--- config.mk ---
export PLATFORM = sky130hd
export DESIGN_NAME = fps_ctrl
export DESIGN_NICKNAME = d
export VERILOG_FILES = /design/src/rtl/fenwick_prefix_sum_table_top_defines.svh /design/src/rtl/fps_pkg.sv /design/src/rtl/fps_ctrl.sv
export SDC_FILE = /design/constraint.sdc
export NUM_CORES = 1
export LEC_CHECK = 0
export ABC_CLOCK_PERIOD_IN_PS = 1200
export BUFFER_PORTS_ARGS = -buffer_cell sky130_fd_sc_hd__buf_4
export CELL_PAD_IN_SITES_DETAIL_PLACEMENT = 1
export CELL_PAD_IN_SITES_GLOBAL_PLACEMENT = 1
export CORE_AREA = 3 3 40 42
export CTS_CLUSTER_DIAMETER = 80
export DETAILED_ROUTE_END_ITERATION = 8
export DIE_AREA = 0 0 43 45
export PLACE_DENSITY_LB_ADDON = 0.1
export SLEW_MARGIN = 20
export SYNTH_ARGS = -nofsm -noshare
export SYNTH_HDL_FRONTEND = slang
export SYNTH_SLANG_ARGS = --single-unit
--- constraint.sdc ---
create_clock -name clock -period 1.2 [get_ports clock]
set_input_delay 0.12 -clock clock [delete_from_list [all_inputs] [get_ports clock]]
set_output_delay 0.12 -clock clock [all_outputs]
set_load 0.05 [all_outputs]
--- src/rtl/fenwick_prefix_sum_table_top_defines.svh ---
// Assertion macros for the prefix-sum table top level.
// Each macro expects signals named clock and reset in the scope where it is used.
`ifndef FENWICK_PREFIX_SUM_TABLE_TOP_DEFINES_SVH
`define FENWICK_PREFIX_SUM_TABLE_TOP_DEFINES_SVH

// The consequent must hold in the same cycle as the antecedent.
`define FPS_ASSERT_SAME(label, ante, cons, msg) \
   label: assert property (@(posedge clock) disable iff (reset) (ante) |-> (cons)) \
      else $error(msg);

// The consequent must hold in the cycle after the antecedent.
`define FPS_ASSERT_NEXT(label, ante, cons, msg) \
   label: assert property (@(posedge clock) disable iff (reset) (ante) |=> (cons)) \
      else $error(msg);

`endif

--- src/rtl/fps_pkg.sv ---
// Shared constants, types and helper functions for the prefix-sum table.
// Has no dependencies; every other file but the defines header imports it.
`timescale 1ns / 1ps

package fps_pkg;

   localparam int TABLE_SIZE = 1024;
   localparam int NODE_WIDTH = 40;
   localparam int ADDR_W     = $clog2(TABLE_SIZE);
   localparam int POS_W      = 11;
   localparam int DELTA_W    = 32;
   localparam int TOTAL_W    = 40;
   localparam int WALK_W     = (ADDR_W + 2 > POS_W + 1) ? ADDR_W + 2 : POS_W + 1;

   localparam logic CMD_UPDATE = 1'b0;
   localparam logic CMD_QUERY  = 1'b1;

   typedef logic [NODE_WIDTH-1:0] node_type;
   typedef logic [WALK_W-1:0]     walk_type;
   typedef logic [ADDR_W-1:0]     addr_type;

   typedef struct packed {
      logic load;
      logic step;
      logic clear_en;
      logic rsp_load;
   } ctrl_cmd_type;

   typedef struct packed {
      logic pos_live;
      logic pend;
      logic clear_last;
      logic is_query;
   } dp_stat_type;

   function automatic node_type widen_delta(input logic signed [DELTA_W-1:0] d);
      logic signed [63:0] w;
      w = 64'(d);
      return w[NODE_WIDTH-1:0];
   endfunction

   function automatic logic [TOTAL_W-1:0] node_to_total(input node_type v);
      logic signed [63:0] w;
      w = 64'(signed'(v));
      return w[TOTAL_W-1:0];
   endfunction

endpackage

--- src/rtl/fps_ctrl.sv ---
// Controller of the prefix-sum table: clearing sweep, item transfer and walk sequencing.
// Talks to fps_dpath only through the command and status structs of fps_pkg.
`timescale 1ns / 1ps

module fps_ctrl
   import fps_pkg::*;
(
   input  logic         clock,
   input  logic         reset,
   input  dp_stat_type  stat,
   input  logic         req_valid,
   output logic         req_ready,
   input  logic         rsp_ready,
   output logic         rsp_valid,
   output ctrl_cmd_type cmd
);

   localparam logic [1:0] ST_CLEAR = 2'd0;
   localparam logic [1:0] ST_IDLE  = 2'd1;
   localparam logic [1:0] ST_WALK  = 2'd2;

   logic [1:0] state_ff, state_in;
   logic       rsp_valid_ff, rsp_valid_in;
   logic       out_free, walk_done;

   assign out_free  = !rsp_valid_ff || rsp_ready;
   assign walk_done = !stat.pos_live && !stat.pend;

   always_comb begin
      state_in  = state_ff;
      req_ready = 1'b0;
      cmd       = '0;
      unique case (state_ff)
         ST_CLEAR: begin
            cmd.clear_en = 1'b1;
            if (stat.clear_last) begin
               state_in = ST_IDLE;
            end
         end
         ST_IDLE: begin
            req_ready = 1'b1;
            if (req_valid) begin
               cmd.load = 1'b1;
               state_in = ST_WALK;
            end
         end
         ST_WALK: begin
            cmd.step = stat.pos_live;
            if (walk_done) begin
               if (!stat.is_query) begin
                  state_in = ST_IDLE;
               end else if (out_free) begin
                  cmd.rsp_load = 1'b1;
                  state_in     = ST_IDLE;
               end
            end
         end
         default: begin
            state_in = ST_CLEAR;
         end
      endcase
   end

   always_comb begin
      if (cmd.rsp_load) begin
         rsp_valid_in = 1'b1;
      end else if (rsp_ready) begin
         rsp_valid_in = 1'b0;
      end else begin
         rsp_valid_in = rsp_valid_ff;
      end
   end

   always_ff @(posedge clock) begin
      if (reset) begin
         state_ff     <= ST_CLEAR;
         rsp_valid_ff <= 1'b0;
      end else begin
         state_ff     <= state_in;
         rsp_valid_ff <= rsp_valid_in;
      end
   end

   assign rsp_valid = rsp_valid_ff;

endmodule

---- Yosys cells after proc, flatten, opt, wreduce, memory -nomap -nowiden ----
Cells that the tools add are included.
W data, S select, Z words.
storage, ports and cells
  bits in latches ......................... 0
  memory bits (writable) .................. 0
  register bits after elaboration ......... 3
  memory bits (read-only) ................. 0
  memories ................................ 0
cells by class
  shift-type cells ........................ 0
  order comparisons ....................... 0
  multiplexer cells ....................... 17
  bitwise operators ....................... 0
  add/sub/neg operators ................... 0
  div/mod/pow operators ................... 0
  equality and inequality tests ........... 6
  multiply operators ...................... 0
  reduce and logical (&&, ||, !) cells .... 8
operators by type and width
  kind                  number
  $mux W1               11
  $mux W2               5
  $ne A2 B2 Y1 const B  3
  $pmux W2 S3           1
  $reduce_and A4 Y1     1
  $logic_not A1 Y1      3
  $ne A3 B3 Y1 const B  1
  $eq A2 B1 Y1 const B  1
  $eq A2 B2 Y1 const B  1
  $logic_not A2 Y1      1
  $reduce_bool A2 Y1    1
  $logic_and A1 B1 Y1   1
  $logic_or A1 B1 Y1    1

---- Logic depth before layout (Yosys ltp) ----
Gate-level depths: netlist (run 1).
  word-level depth ........................ 7
  depth in mapped cells ................... 4
  mapped depth without buffers ............ 3

---- Least setup slack after synthesis (run 1) ----
No wires, ideal clock.
  path type ............................... reg-to-reg
  start point ............................. register state_ff[0]
  end point ............................... register state_ff[1]
  setup time .............................. 59 ps
  clock period less this slack ............ 1778 ps
  data required time ...................... 1141 ps
  cell stages (with the launch flop) ...... 4
  slack ................................... -578 ps
  arrival ................................. 1719 ps
  path buffers ............................ 0
  cell sequence ........................... dfxtp_1 nor2b_1 and2_2 o21ba_1
on the way
  word-level cells in the longest chain between the ends .. 3
  elaborated cells on any way between the ends .. 9
  classes of those cells .................. 6 x eq/ne; 1 x mux; 2 x reduce/logical
RTL lines
  what                                                    line            source
  start, declared                                         fps_ctrl.sv:22  logic [1:0] state_ff, state_in;
  start signal, assigned                                  fps_ctrl.sv:79  state_ff <= state_in;
  $eq A2 B2 Y1, or another cell as far along              fps_ctrl.sv:33  unique case (state_ff)
  $ne A3 B3 Y1 (no line) or $ne A2 B2 Y1 (tied branches)  n/a
  $reduce_and A4 Y1 (no line)                             n/a
Parallel ways exist; a longest one is shown, timed or not.
A chain may end at the register's enable or synchronous reset.

==> impl_metrics.ini, run 1 <==
[status]
status = finished, violations left
violations = setup timing

[global_routing]
grt_pass1_vias = 239
grt_start_max_net_pins = 5
grt_use_total_pct = 6.73
antenna_found_initial = 0
globalRouteOverflowTotal = 0
grt_first_pass_wirelength_um = 897

[routing]
routedWlPerCell_um = 10.5
vias = 226
drtPass1Iterations = 1
drtIter0Drc = 0
vias_per_cell = 3.83
wirelength_um = 622
postRouteAntennaNets = 0
drc = 0

[yosys]
syn_inst = 22
ys_types = 14
syn_area_um2 = 179
avgSynthCellArea_um2 = 8.13
syn_nets = 30
synth_warnings = 0
yosys.area.top_type = dfxtp_1
synth_seq_cells = 3
seq_area_frac_synth_pct = 33.6
yosysTopAreaCellShare_pct = 33.6
synth.area.top_cells = dfxtp_1 34%, a21oi_1 8.4%, nor2b_1 7.0%

[cts]
htreeDepth = 1
clk_pin_slew_ns = 0.03
clk_latency_ns = 0.23
cts_tree = yes
cts.sinks = 3
ctsRootBufferMaster = clkbuf_4
cts.path.max_buffers = 2
numCtsBuffers = 3

[worst_setup_path]
cp_data_required_time_ns = 1.08
arrival_ns = 1.16
crit_type = flop to primary output
crit_fanout = 3
start_kind = flop
end_kind = primary output

[timing]
post-route-period-util_pct = 106
finalMaxSlewViolations = 0
min_period_ns = 1.28
rsz0062_at_grt = yes
tightest_slew_ns = 0.217
final.setup.worst_slack_ns = -0.0761
relSlewSlack_pct = 85.5
max_clock_freq_ghz = 0.784
fin_skew_ns = 0.000182
hold_viol_final = 0
setup_viol = 1

[die]
fp-row-count = 13
placeableCoreArea_um2 = 1280
die_area_um2 = 1940
die_width_um = 43
start_util_pct = 13.9
dieHeight_um = 45
ioPinCount = 14

[layout]
final_cells = 59
antenna-diode-count = 0
final_cell_mix = 14 x buf_4, 3 x a21oi_1, 3 x clkbuf_4, 3 x buf_6
drive_gt1_share_pct = 68.2
finish.utilization_pct = 32.0
postLayoutCellArea_um2 = 412
fin_nets = 53
area_growth_pct = 130
final_common_cell = buf_4

[place]
gp_congestion = 0.672
dpl_cell_area_um2 = 305
port_buffers = 13
dp.cells = 50

[power]
p_leak_uw = 0.000195
peakVddDrop_uv = 427
p_total_uw = 421
power.density_nw_per_um2 = 1020

[hold_path]
min_path_type = primary input to flop

[run]
max_cap_violations = 0
[power breakdown]
group / internal (uW) / total [uW] / switching, uW / leakage (uW)
Sequential: 106 / 109 / 2.81 / 0.0000253
Clock: 124 / 172 / 47.4 / 0.0000150
Combinational: 70.1 / 140 / 70.4 / 0.000155
Total: 301 / 421 / 121 / 0.000195
[layer usage]
metal | vias up | part of all wire, % | GRT usage [%]
met4 | 0 | 0 | 9.04
met1 | 104 | 37 | 5.26
met2 | 4 | 60 | 12.3
li1 | 118 | - | -
met5 | - | 0 | 0
met3 | 0 | 3.1 | 1.20
[synthesized netlist by cell type]
cell      n
and2_1    1
nor2_1    3
a21oi_1   3
nor2b_1   2
nor3b_1   1
dfxtp_1   3
a21boi_1  1
nand2b_1  1
nand3b_1  1
nand3_1   2
buf_4     1
o21ba_1   1
and2b_4   1
and2_2    1
[cell families (layout without fill, tap and decap cells)]
family	count (synthesis)	count (layout)	synth area share, %
compound gates	5	5	18.2
simple gates	13	13	44.1
flops	3	3	33.6
buf+inv	1	23	4.20
[worst max-delay path, stage by stage (launching register included)]
cell     delay [ns]
dfxtp_2        0.31
and2b_4        0.25
nand3_2        0.07
nor2b_2        0.13
buf_6          0.16
[cell type report]
cell class	instances	area, um^2
clock buffers	4	26.3
fillers	153	873
multi-input cells	18	135
flip-flops and latches	3	62.6
well taps	15	18.8
repair buffers	19	169
[flip-flops by register name, summed over array words and instances, names as in the netlist]
register / count
state_ff: 2
rsp_valid: 1
[worst paths after layout]
path / to / slack (ns) / cells past startpoint / startpoint
max: cmd[0] / -0.08 / 4 / state_ff[0]
min: state_ff[0] / 0.06 / 2 / reset
min reg2reg: rsp_valid / 0.52 / 2 / rsp_valid
max reg2reg: rsp_valid / 0.12 / 5 / state_ff[0]
[stage by stage]
step                      hold slack [ns]  setup TNS, ns  worst slack (ns)
after floorplan                     0.182              0            0.0204
after global placement              0.289              0            0.0681
after detailed placement            0.298              0            0.0450
after CTS                          0.0512         -0.133           -0.0963
after global routing               0.0614         -0.201            -0.115
final                              0.0581        -0.0761           -0.0761
[repair_timing]
item                       CTS  global route
hold buffers                 0             0
resized for setup            8             4
cloned                       0             0
pin swaps                    2             2
setup buffers                4             1
setup endpoints to repair    3             4
No activity file was read; power rests on OpenSTA's default activity.
==> run 2: changes to the inputs <==
- MAX_ROUTING_LAYER: default -> met4
==> impl_metrics.ini, run 2 (synthesis results as in run 1) <==
[status]
status = finished, violations left
violations = setup timing

[layout]
multi_input_area_um2 = 135
final_common_cell = buf_4
area_growth_pct = 130
largest_reg_flops = 2
final_cell_mix = 14 x buf_4, 3 x a21oi_1, 3 x clkbuf_4, 3 x buf_6
seqCellArea_um2 = 62.6
drive_gt1_share_pct = 68.2
fin_nets = 53
antenna-diode-count = 0
largest_register = state_ff
num-fill-cells = 153

[timing]
final.setup.worst_slack_ns = -0.0761
rsz0062_at_grt = yes
tightest_slew_ns = 0.217
relSlewSlack_pct = 85.5
min_period_ns = 1.28
setup_viol = 1
finalMaxSlewViolations = 0
fin_skew_ns = 0.000182
hold_ws_ns = 0.0581
post-route-period-util_pct = 106
max_clock_freq_ghz = 0.784
hold_viol_final = 0

[worst_setup_path]
start_kind = flop
cp_data_required_time_ns = 1.08
crit_fanout = 3
crit_type = flop to primary output
arrival_ns = 1.16
end_kind = primary output

[cts]
clk_pin_slew_ns = 0.03
clk_latency_ns = 0.23
numCtsBuffers = 3
cts_tree = yes
ctsRootBufferMaster = clkbuf_4
htreeDepth = 1
cts.path.max_buffers = 2
cts.sinks = 3

[global_routing]
globalRouteOverflowTotal = 0
grt_use_total_pct = 6.93
grt_start_max_net_pins = 5
antenna_found_initial = 0
grt_pass1_vias = 238
grt_first_pass_wirelength_um = 897

[routing]
routedWlPerCell_um = 10.5
drtPass1Iterations = 1
postRouteAntennaNets = 0
vias_per_cell = 3.83
drc = 0
wirelength_um = 622
vias = 226
drtIter0Drc = 0

[place]
gp_congestion = 0.678
port_buffers = 13
pre_cts_ws_ns = 0.0450

[power]
power.density_nw_per_um2 = 1020
p_int_uw = 301
pwr-share-comb_pct = 33.3
switchingPower_uw = 121
p_leak_uw = 0.000195
clock_power_share_pct = 40.7
peakVddDrop_uv = 427
p_sw_share_pct = 28.6
pwr-share-seq_pct = 25.9

[die]
start_util_pct = 13.9
die_width_um = 43
placeableCoreArea_um2 = 1280
dieHeight_um = 45
fp-row-count = 13
die_area_um2 = 1940
ioPinCount = 14

[run]
max_cap_violations = 0

[hold_path]
min_path_type = primary input to flop
run 2: cell counts in the layout (fill, tap and decap cells not counted):
No cell type changed its count.
run 2: layer usage:
layer,vias to the layer above,global-route usage (%),wire (um)
li1,118,-,-
met5,-,-,0
met2,4,12.3,371
met3,0,1.20,16
met4,0,9.04,0
met1,104,5.26,234
run 2: path summary, 6_finish.rpt:
| check | endpoint | from | slack (ns) | depth (start not counted) |
|---|---|---|---|---|
| worst max-delay path | cmd[0] | state_ff[0] | -0.08 | 4 |
| worst min-delay path | state_ff[0] | reset | 0.06 | 2 |
| worst max register to register | rsp_valid | state_ff[0] | 0.12 | 5 |
| worst min register to register | rsp_valid | rsp_valid | 0.52 | 2 |
run 2: cell type report:
cell class	instances	share of cell area (%)
tap	15	4.56
timing repair buffer	19	41.0
sequential	3	15.2
clock buffer	4	6.38
multi-input combinational	18	32.8
run 2: power by group through the flow:
stage | logic [uW] | registers (uW) | clock network (uW)
6_report | 140 | 109 | 172
5_1_grt | 149 | 110 | 191
4_1_cts | 129 | 109 | 185
3_5_place_dp | 110 | 112 | 0
3_3_place_gp | 109 | 112 | 0
2_1_floorplan | 65.2 | 114 | 0
run 2: metrics by stage:
stage,TNS (ns),utilization (%),cell area [um^2],total power [uW],std cells
after global placement,0,23.8,305,221,50
after CTS,-0.133,30.3,389,423,58
after global routing,-0.201,32.0,412,451,59
after floorplan,0,-,189,179,22
final,-0.0761,32.0,412,421,59
after detailed placement,0,23.8,305,222,50
run 2: worst max-delay path: stages (launching register included):
cell and delay, ns:
dfxtp_2 0.31, and2b_4 0.25, nand3_2 0.07, nor2b_2 0.13, buf_6 0.16
run 2: what timing repair did:
action,in CTS,in global routing
hold buffers,0,0
gates resized for setup,8,4
pin swaps,2,2
setup endpoints to repair,3,4
buffers inserted,4,1
hold endpoints to repair,0,0
